===== src/design/strict_base64url_decoder_macros.svh =====
// Assertion macros for the strict base64url decoder.
`ifndef STRICT_BASE64URL_DECODER_MACROS_SVH
`define STRICT_BASE64URL_DECODER_MACROS_SVH

// Same-cycle implication, disabled while reset is high.
`define SB64U_ASSERT_NOW(label, clk, rst, ante, cons, msg) \
   label: assert property (@(posedge clk) disable iff (rst) (ante) |-> (cons)) \
      else $error(msg);

// Next-cycle implication, disabled while reset is high.
`define SB64U_ASSERT_NEXT(label, clk, rst, ante, cons, msg) \
   label: assert property (@(posedge clk) disable iff (rst) (ante) |=> (cons)) \
      else $error(msg);

`endif


===== src/design/sb64u_pkg.sv =====
// Shared constants, types and the alphabet decode of the base64url decoder.
package sb64u_pkg;

   localparam int MAX_STRING_CHARS_DEFAULT = 65535;

   localparam logic [15:0] CHAR_LIMIT_RESET      = 16'd65535;
   localparam logic [15:0] OUTPUT_CAPACITY_RESET = 16'd49152;

   // Register indexes on the csr port
   localparam logic CSR_CHAR_LIMIT      = 1'b0;
   localparam logic CSR_OUTPUT_CAPACITY = 1'b1;

   // Position of a character within its group of four
   localparam logic [1:0] PHASE_FIRST  = 2'd0;
   localparam logic [1:0] PHASE_SECOND = 2'd1;
   localparam logic [1:0] PHASE_THIRD  = 2'd2;
   localparam logic [1:0] PHASE_FOURTH = 2'd3;

   // Character counter saturates here
   localparam logic [16:0] CHARS_SAT = 17'h1FFFF;

   localparam logic [7:0] CHR_UPPER_A = 8'h41;
   localparam logic [7:0] CHR_UPPER_Z = 8'h5A;
   localparam logic [7:0] CHR_LOWER_A = 8'h61;
   localparam logic [7:0] CHR_LOWER_Z = 8'h7A;
   localparam logic [7:0] CHR_DIGIT_0 = 8'h30;
   localparam logic [7:0] CHR_DIGIT_9 = 8'h39;
   localparam logic [7:0] CHR_MINUS   = 8'h2D;
   localparam logic [7:0] CHR_USCORE  = 8'h5F;

   typedef struct packed {
      logic       ok;
      logic [5:0] value;
   } sextet_type;

   // Alphabet lookup; anything outside it (padding included) decodes to 0, not ok.
   function automatic sextet_type sextet_of(input logic [7:0] c);
      sextet_type r;
      logic [7:0] d;
      r = '{ok: 1'b0, value: 6'd0};
      d = 8'd0;
      if (c >= CHR_UPPER_A && c <= CHR_UPPER_Z) begin
         d = c - CHR_UPPER_A;
         r = '{ok: 1'b1, value: d[5:0]};
      end else if (c >= CHR_LOWER_A && c <= CHR_LOWER_Z) begin
         d = c - CHR_LOWER_A + 8'd26;
         r = '{ok: 1'b1, value: d[5:0]};
      end else if (c >= CHR_DIGIT_0 && c <= CHR_DIGIT_9) begin
         d = c - CHR_DIGIT_0 + 8'd52;
         r = '{ok: 1'b1, value: d[5:0]};
      end else if (c == CHR_MINUS) begin
         r = '{ok: 1'b1, value: 6'd62};
      end else if (c == CHR_USCORE) begin
         r = '{ok: 1'b1, value: 6'd63};
      end
      return r;
   endfunction

endpackage


===== src/design/strict_base64url_decoder.sv =====
// Strict unpadded base64url decoder, one character item in, at most one byte item out.
//
// Characters of a string enter on req_ (tlast marks the final character), one per cycle
// while req_tready is high. Each item passes an input register and then one short
// decode-and-shift step into the result register, so the block sustains one character per
// cycle while rsp_tready is high. The only limit is the single result register: while a
// result waits with rsp_tready low, one more character can enter the input register, and
// after that the input stalls. Characters 2, 3 and 4 of each group of four each
// yield one byte item; the final character always yields an item with tlast set, which
// carries the status (tuser[1], 1 = malformed) and, when accepted, the byte total. The
// string is malformed on a character outside A-Z a-z 0-9 - _, a length of 1 mod 4, a
// length above min(char_limit, MAX_STRING_CHARS), ceil(len/4)*3 above output_capacity,
// or nonzero unused low bits in the final partial group. After the first error no more
// byte items are sent; the consumer drops the bytes of a string ending in error.
// Configuration is written through csr_ and takes effect at once.
`include "strict_base64url_decoder_macros.svh"

module strict_base64url_decoder #(
   parameter int MAX_STRING_CHARS = sb64u_pkg::MAX_STRING_CHARS_DEFAULT
) (
   input  logic        clock,
   input  logic        reset,
   // character input
   input  logic        req_tvalid,
   output logic        req_tready,
   input  logic [7:0]  req_tdata,   // [7:0] char_code
   input  logic        req_tlast,   // last_char
   // decoded output
   output logic        rsp_tvalid,
   input  logic        rsp_tready,
   output logic [23:0] rsp_tdata,   // [7:0] data_byte, [23:8] byte_count
   output logic [1:0]  rsp_tuser,   // [0] data_valid, [1] status
   output logic        rsp_tlast,   // end_of_string
   // configuration
   input  logic        csr_we,
   input  logic        csr_index,
   input  logic [15:0] csr_wdata
);

   localparam logic [15:0] MAX_LIMIT = 16'(MAX_STRING_CHARS);

   // configuration registers
   logic [15:0] char_limit_ff, output_capacity_ff;

   // input register
   logic        s1_valid_ff, s1_valid_in;
   logic [7:0]  s1_char_ff;
   logic        s1_last_ff;

   // string state (group_bits never holds more than six live bits)
   logic [5:0]  group_bits_ff, group_bits_in;
   logic [1:0]  group_phase_ff, group_phase_in;
   logic [16:0] chars_seen_ff, chars_seen_in;
   logic [15:0] bytes_out_ff, bytes_out_in;
   logic        error_seen_ff, error_seen_in;

   // result register
   logic        rsp_valid_ff, rsp_valid_in;
   logic [7:0]  data_byte_ff, data_byte_in;
   logic        data_valid_ff, data_valid_in;
   logic        eos_ff, eos_in;
   logic        status_ff, status_in;
   logic [15:0] byte_count_ff, byte_count_in;

   logic                  out_free, process;
   sb64u_pkg::sextet_type sx;
   logic [15:0]           limit;
   logic [16:0]           count;
   logic [17:0]           count_p3;
   logic [17:0]           need_bytes;
   logic                  fault;
   logic [11:0]           acc;
   logic                  emit;
   logic [7:0]            byte_val;
   logic [5:0]            bits_next;

   // The result slot is free when empty or being taken this cycle.
   assign out_free   = !rsp_valid_ff || rsp_tready;
   assign process    = s1_valid_ff && out_free;
   assign req_tready = !s1_valid_ff || out_free;
   assign s1_valid_in = req_tready ? req_tvalid : s1_valid_ff;

   always_ff @(posedge clock) begin
      if (reset) begin
         s1_valid_ff <= 1'b0;
      end else begin
         s1_valid_ff <= s1_valid_in;
      end
      if (req_tready && req_tvalid) begin
         s1_char_ff <= req_tdata;
         s1_last_ff <= req_tlast;
      end
   end

   always_ff @(posedge clock) begin
      if (reset) begin
         char_limit_ff      <= sb64u_pkg::CHAR_LIMIT_RESET;
         output_capacity_ff <= sb64u_pkg::OUTPUT_CAPACITY_RESET;
      end else if (csr_we) begin
         case (csr_index)
            sb64u_pkg::CSR_CHAR_LIMIT:      char_limit_ff      <= csr_wdata;
            sb64u_pkg::CSR_OUTPUT_CAPACITY: output_capacity_ff <= csr_wdata;
            default: ;
         endcase
      end
   end

   // Decode of the held character against the string state.
   always_comb begin
      sx       = sb64u_pkg::sextet_of(s1_char_ff);
      limit    = (char_limit_ff < MAX_LIMIT) ? char_limit_ff : MAX_LIMIT;
      count    = (chars_seen_ff < sb64u_pkg::CHARS_SAT) ? chars_seen_ff + 17'd1
                                                        : sb64u_pkg::CHARS_SAT;
      count_p3 = {1'b0, count} + 18'd3;
      // groups begun so far, this one included, times three bytes
      need_bytes = {1'b0, count_p3[17:2], 1'b0} + {2'b00, count_p3[17:2]};

      fault = !sx.ok || ({1'b0, limit} < count);
      if (group_phase_ff == sb64u_pkg::PHASE_FIRST &&
          need_bytes > {2'b00, output_capacity_ff}) begin
         fault = 1'b1;
      end
      if (s1_last_ff) begin
         // length 1 mod 4, or nonzero padding bits in a partial group
         case (group_phase_ff)
            sb64u_pkg::PHASE_FIRST:  fault = 1'b1;
            sb64u_pkg::PHASE_SECOND: if (sx.value[3:0] != 4'd0) fault = 1'b1;
            sb64u_pkg::PHASE_THIRD:  if (sx.value[1:0] != 2'd0) fault = 1'b1;
            default: ;
         endcase
      end
      error_seen_in = error_seen_ff || fault;

      acc       = {group_bits_ff, sx.value};
      emit      = 1'b0;
      byte_val  = 8'd0;
      bits_next = group_bits_ff;
      if (!error_seen_in) begin
         case (group_phase_ff)
            sb64u_pkg::PHASE_FIRST: begin
               bits_next = sx.value;
            end
            sb64u_pkg::PHASE_SECOND: begin
               byte_val  = acc[11:4];
               bits_next = {2'b00, acc[3:0]};
               emit      = 1'b1;
            end
            sb64u_pkg::PHASE_THIRD: begin
               byte_val  = acc[9:2];
               bits_next = {4'd0, acc[1:0]};
               emit      = 1'b1;
            end
            default: begin
               byte_val  = acc[7:0];
               bits_next = 6'd0;
               emit      = 1'b1;
            end
         endcase
      end
      bytes_out_in = emit ? bytes_out_ff + 16'd1 : bytes_out_ff;

      // the final character clears the string state
      if (s1_last_ff) begin
         group_bits_in  = 6'd0;
         group_phase_in = sb64u_pkg::PHASE_FIRST;
         chars_seen_in  = 17'd0;
      end else begin
         group_bits_in  = bits_next;
         group_phase_in = group_phase_ff + 2'd1;
         chars_seen_in  = count;
      end

      data_byte_in  = byte_val;
      data_valid_in = emit;
      eos_in        = s1_last_ff;
      status_in     = s1_last_ff && error_seen_in;
      byte_count_in = (s1_last_ff && !error_seen_in) ? bytes_out_in : 16'd0;

      if (process && (emit || s1_last_ff)) begin
         rsp_valid_in = 1'b1;
      end else if (rsp_tready) begin
         rsp_valid_in = 1'b0;
      end else begin
         rsp_valid_in = rsp_valid_ff;
      end
   end

   always_ff @(posedge clock) begin
      if (reset) begin
         group_bits_ff  <= 6'd0;
         group_phase_ff <= sb64u_pkg::PHASE_FIRST;
         chars_seen_ff  <= 17'd0;
         bytes_out_ff   <= 16'd0;
         error_seen_ff  <= 1'b0;
      end else if (process) begin
         group_bits_ff  <= group_bits_in;
         group_phase_ff <= group_phase_in;
         chars_seen_ff  <= chars_seen_in;
         bytes_out_ff   <= s1_last_ff ? 16'd0 : bytes_out_in;
         error_seen_ff  <= s1_last_ff ? 1'b0 : error_seen_in;
      end
   end

   always_ff @(posedge clock) begin
      if (reset) begin
         rsp_valid_ff <= 1'b0;
      end else begin
         rsp_valid_ff <= rsp_valid_in;
      end
      if (process && (emit || s1_last_ff)) begin
         data_byte_ff  <= data_byte_in;
         data_valid_ff <= data_valid_in;
         eos_ff        <= eos_in;
         status_ff     <= status_in;
         byte_count_ff <= byte_count_in;
      end
   end

   assign rsp_tvalid = rsp_valid_ff;
   assign rsp_tdata  = {byte_count_ff, data_byte_ff};
   assign rsp_tuser  = {status_ff, data_valid_ff};
   assign rsp_tlast  = eos_ff;

   // Only the final item of a string may come without a byte.
   `SB64U_ASSERT_NOW(a_byteless_is_final, clock, reset,
      rsp_valid_ff && !data_valid_ff, eos_ff, "byteless result that is not final")
   // A malformed string reports no byte and a zero total.
   `SB64U_ASSERT_NOW(a_error_clean, clock, reset,
      rsp_valid_ff && status_ff,
      eos_ff && !data_valid_ff && (byte_count_ff == 16'd0), "malformed result not clean")
   // The final character leaves the string state cleared.
   `SB64U_ASSERT_NEXT(a_state_cleared, clock, reset,
      process && s1_last_ff,
      (chars_seen_ff == 17'd0) && (group_phase_ff == sb64u_pkg::PHASE_FIRST) &&
      !error_seen_ff && (bytes_out_ff == 16'd0), "string state not cleared")

endmodule


===== config.mk =====
export PLATFORM = sky130hd
export DESIGN_NAME = strict_base64url_decoder
export DESIGN_NICKNAME = d
export VERILOG_FILES = /design/src/design/sb64u_pkg.sv /design/src/design/strict_base64url_decoder.sv
export VERILOG_INCLUDE_DIRS = /design/src /design/src/design
export SDC_FILE = /design/constraint.sdc
export NUM_CORES = 1
export LEC_CHECK = 0
export BUFFER_PORTS_ARGS = -buffer_cell sky130_fd_sc_hd__buf_4
export CAP_MARGIN = 0
export CELL_PAD_IN_SITES_DETAIL_PLACEMENT = 1
export CELL_PAD_IN_SITES_GLOBAL_PLACEMENT = 2
export CORE_MARGIN = 2
export CORE_UTILIZATION = 37
export DETAILED_ROUTE_END_ITERATION = 10
export PLACE_DENSITY = 0.92
export SYNTH_ARGS = -nofsm -noshare
export SYNTH_HDL_FRONTEND = slang
export SYNTH_SLANG_ARGS = --single-unit

===== constraint.sdc =====
create_clock -name clock -period 12.53 [get_ports clock]
set_input_delay 1.253 -clock clock [delete_from_list [all_inputs] [get_ports clock]]
set_output_delay 1.253 -clock clock [all_outputs]
set_load 0.05 [all_outputs]

==> results.md <==
- The run finished with clean final reports.
- The most instantiated flip-flop cell in the synthesis netlist is sky130_fd_sc_hd__dfxtp_1.
- The die height is 151 um.
- The max-slew violation total from the final report is 0.
- For this design the ratio of total power to cell area is around 90 nW/um2.
- The global-route total usage across every layer is 0.194.
- The fill cell total of the finished layout is between 2,000 and 3,000.
- Of the total synthesized cell area, the portion taken by XOR and XNOR cells is 0.0570.
- The post-layout minimum cycle time is between 7000 and 8000 ps.
- Traced cell by cell, the critical path runs through nand4_1 -> nor4_4 -> and2_1 -> nor3_1 -> o21ai_0 -> and2_1 -> ha_1 -> fa_1 -> a21o_1 -> a21oi_1 -> a211oi_1 -> nand2_1 -> o21a_1 -> o21ai_0 -> xnor2_1 -> ha_1 -> nand4_1 -> nor4_1 -> nand3_1 -> a221oi_1 -> nand3_1 -> a31o_1 -> o41ai_4 -> mux2i_1.
- Headroom to the max-slew limit came out at 0.235.
- The congestion estimate from routability-driven global placement came to between 0.8 and 0.9.
- In this run the count of I/O pins placed on the die edge is 60.
- The worst setup path is launched from a register.
- Ranked by total cell area, the synthesized netlist is headed by sky130_fd_sc_hd__dfxtp_1 19%, sky130_fd_sc_hd__edfxtp_1 14%, sky130_fd_sc_hd__ha_1 9.7%.
- The number of unique standard cell types used by synthesis is 75.
- The cell family contributing the most delay on the critical path is simple AND/OR/NAND/NOR gates.
- The count of nets left with antenna violations after detail routing is 0.
- Across the run, the number of max-cap violations was 0.
- The repair_antennas step left the layout with diodes totalling 0.
- The worst setup path is captured at a register.
- The H-tree depth is 3.
- The tree built by TritonCTS fans out to 112 sinks.
- Dividing the detail-routed wire length by the instance count gives about 17 um.
- After floorplanning, the core was divided into 53 placement rows.
- Across the VDD grid, the largest voltage drop is 0.0591 mV.
- Of the total synthesized cell area, the portion taken by full adders, half adders and majority gates is 0.0996.
- The post-synthesis simple-gate area fraction is 0.261.
- Summed over all failing endpoints, the final setup total negative slack is 0 ps.
- The signal arrival time at the worst endpoint is 7360 ps.
- The pin count of the biggest net entering global routing is 78.
- The cell accounting for the most synthesized area is sky130_fd_sc_hd__dfxtp_1.
- The share of the synthesized area in compound gates (AO/OA/AOI/OAI) is 0.187.
- The commonest cells after synthesis are 123 x sky130_fd_sc_hd__nand2_1, 94 x sky130_fd_sc_hd__nor2_1, 83 x sky130_fd_sc_hd__a21oi_1.
- No sink is reached through more buffers than the 2 on the longest clock path.
- The portion of synthesized area spent on multiplexers is 0.0150.
- The share of post-route cells with drive strength above 1 is 0.110.
- The tightest min-delay check is of the register to register type.
- From left edge to right edge, the die measures 151 um.
- Dividing the final minimum period by the clock period gives 0.565.
- In this run, the number of DRC markers left after iteration 0 of detailed routing was 335.
- The slowest stage of the critical path is the sky130_fd_sc_hd__o41ai_4 cell.
- Buffers inserted to repair hold after CTS numbered 0.
- The count of placed standard cells in the final layout, fillers left out is 1,256.
- Setup repair after global routing left no endpoint under its margin.
- The number of DRC violations after detailed routing is 0.
- The main combinational cell family by area after synthesis is simple AND/OR/NAND/NOR gates.
- At the later pin of the worst-skew pair, clock insertion delay measures 370 ps.
- Buffers added to address setup during post-CTS repair amount to 0.
- The upper clock frequency limit is roughly 0.14 GHz.
- The fraction of synthesis flops using an asynchronous set or reset pin is 0.
- The most common cell in the synthesized netlist is sky130_fd_sc_hd__nand2_1.
- The stage delay of the slowest cell on the critical path is 700 ps.
- For this run, the register share of the synthesized area comes to 0.326.
- The CTS tree is done.
- The number of placed instances, taps included, is 1,240.
- For this run the aggregate overflow at the end of global routing stands at 0.
- The initial antenna violation count is 0.
- The number of enable-type register cells in the synthesized netlist is 36.
- The total of cells resized after clock tree synthesis is 0.
- The routed layout has 6,996 vias.
- Before antenna repair, the detailed router went through 4 iterations.
- Hold timing on the final database bottoms out at a slack of between 400 and 500 ps.
- The core region is 21,100 um2.
- The area share of the largest cell type after synthesis is 0.190.
- The count of synthesis-stage warnings from yosys is 0.
- The via density per instance is roughly 5.6.
- The detailed-placement wirelength estimate is 16.2 mm.
- In the final design database the tool counted about 1,100 nets.
- The starting density of the core is 0.379.
- The required time of the critical path is 12,820 ps.
- Across the routed clock network, the largest skew measured is 16.2 ps.
- Clock tree synthesis selected as its root buffer the cell sky130_fd_sc_hd__clkbuf_16.
- Input and output buffers added on the ports amount to 59.
- The worst setup path category is register to register.
- The clock-pin slew on the worst setup and hold paths is 80 ps.
- The global-route wire length before repair is 35.4 mm.
- The post-synth net total is between 1,000 and 1,500.
- The register bit count reported by yosys is 112.
- The number of global-route vias before repair is 6,912.
- From synthesis to final layout, the design area changed by 10.0%.
- Setup violations remaining at the end of the flow were counted as 0.
- The number of buffers created by CTS is 9.
- The critical path contains buffers and inverters numbering 0 combined.
- The slew of the pin with the lowest slew margin is 1140 ps.
- After detailed routing, the total wire length is about 22 mm.
- The largest fanout of any net on the critical path is 17.
- The die covers around 23,000 um2.
- The number of hold-slack violations in the final timing report is 0.
- The static leakage is 0.00348 uW.
- The netlist area before placement is 7990 um2.
- The mean cell area of the mapped netlist is 8.20 um2.
- The synthesized instance count is slightly below 1,000.
[where the power goes]
part	switching [uW]	leakage [uW]	internal [uW]
registers	10.4	0.000972	384
logic	58.1	0.00236	33.9
clock network	157	0.000150	144
[worst paths after layout]
kind / slack (ps) / end / cells past startpoint / from
setup reg to reg: 5450 / group_bits_ff[1] / 24 / chars_seen_ff[4]
setup / recovery: 5450 / group_bits_ff[1] / 24 / chars_seen_ff[4]
hold reg to reg: 460 / output_capacity_ff[11] / 2 / output_capacity_ff[11]
hold / removal: 460 / output_capacity_ff[11] / 2 / output_capacity_ff[11]
[placed cells by master, fill, tap and decap left out, drive strengths merged, types with 11 or more instances in the layout]
cell,netlist,final
nand3b,23,23
nor3,17,17
xor2,24,24
a21oi,83,83
a31oi,11,11
nand3,29,29
dfxtp,76,76
mux2i,12,12
and3,12,12
or3,16,16
a22oi,12,12
nor2b,16,16
nand4,18,18
buf,16,61
nand2,125,125
and2,13,13
ha,62,62
inv,35,41
nor2,94,94
xnor2,28,28
a21o,18,18
edfxtp,36,36
o21ai,38,38
nand2b,14,14
[registers in the layout (all words and copies together), names as in the netlist]
name,flops
eos_in,1
chars_seen_ff,17
byte_count_ff,16
output_capacity_ff,16
s1_valid_ff,1
data_valid_ff,1
data_byte_ff,8
group_phase_ff,2
status_ff,1
group_bits_ff,6
rsp_tvalid,1
s1_char_ff,8
rsp_tlast,1
error_seen_ff,1
char_limit_ff,16
bytes_out_ff,16
[worst reg2reg max path: stages (launching register included)]
cell	delay [ps]
sky130_fd_sc_hd__dfxtp_1	560
sky130_fd_sc_hd__nand4_1	210
sky130_fd_sc_hd__nor4_4	460
sky130_fd_sc_hd__and2_1	610
sky130_fd_sc_hd__nor3_1	250
sky130_fd_sc_hd__o21ai_0	190
sky130_fd_sc_hd__and2_1	220
sky130_fd_sc_hd__ha_1	240
sky130_fd_sc_hd__fa_1	230
sky130_fd_sc_hd__a21o_1	120
sky130_fd_sc_hd__a21oi_1	80
sky130_fd_sc_hd__a211oi_1	380
sky130_fd_sc_hd__nand2_1	160
sky130_fd_sc_hd__o21a_1	220
sky130_fd_sc_hd__o21ai_0	260
sky130_fd_sc_hd__xnor2_1	110
sky130_fd_sc_hd__ha_1	300
sky130_fd_sc_hd__nand4_1	160
sky130_fd_sc_hd__nor4_1	460
sky130_fd_sc_hd__nand3_1	150
sky130_fd_sc_hd__a221oi_1	290
sky130_fd_sc_hd__nand3_1	110
sky130_fd_sc_hd__a31o_1	260
sky130_fd_sc_hd__o41ai_4	700
sky130_fd_sc_hd__mux2i_1	260
[per-stage QoR]
stage | util | power [uW] | setup WS [ps] | cell area [um2]
final | 0.417 | 788 | 5450 | 8790
after CTS | 0.417 | 798 | 5470 | 8790
after detailed placement | 0.403 | 495 | 5610 | 8490
after global placement | 0.403 | 493 | 5990 | 8490
after floorplan | - | 465 | 6750 | 7990
after global routing | 0.417 | 819 | 4730 | 8790
[area by class of cell]
cell class | count | area (um2) | share of cell area
clock buffer | 9 | 225 | 0.0256
clock inverter | 7 | 76.3 | 0.00868
inverter | 35 | 131 | 0.0149
multi-input combinational | 757 | 4960 | 0.564
sequential | 112 | 2600 | 0.296
tap | 275 | 344 | 0.0391
timing repair buffer | 61 | 458 | 0.0521
[routing by layer]
metal / up-vias / routed length (um) / GRT usage
met5: - / 0 / 0
met4: 0 / 244 / 0.0421
met3: 20 / 566 / 0.0241
met2: 99 / 10600 / 0.340
met1: 3428 / 10200 / 0.256
li1: 3449 / - / -
[kinds of logic after synthesis]
family,after synthesis
AOI/OAI and AO/OA,227
xor gates and xnor gates,52
adders and majority gates,63
buffers and inverters,106
DFF,112
muxes,12
and+or+nand+nor,403
Power figures use the tool's default switching activity.
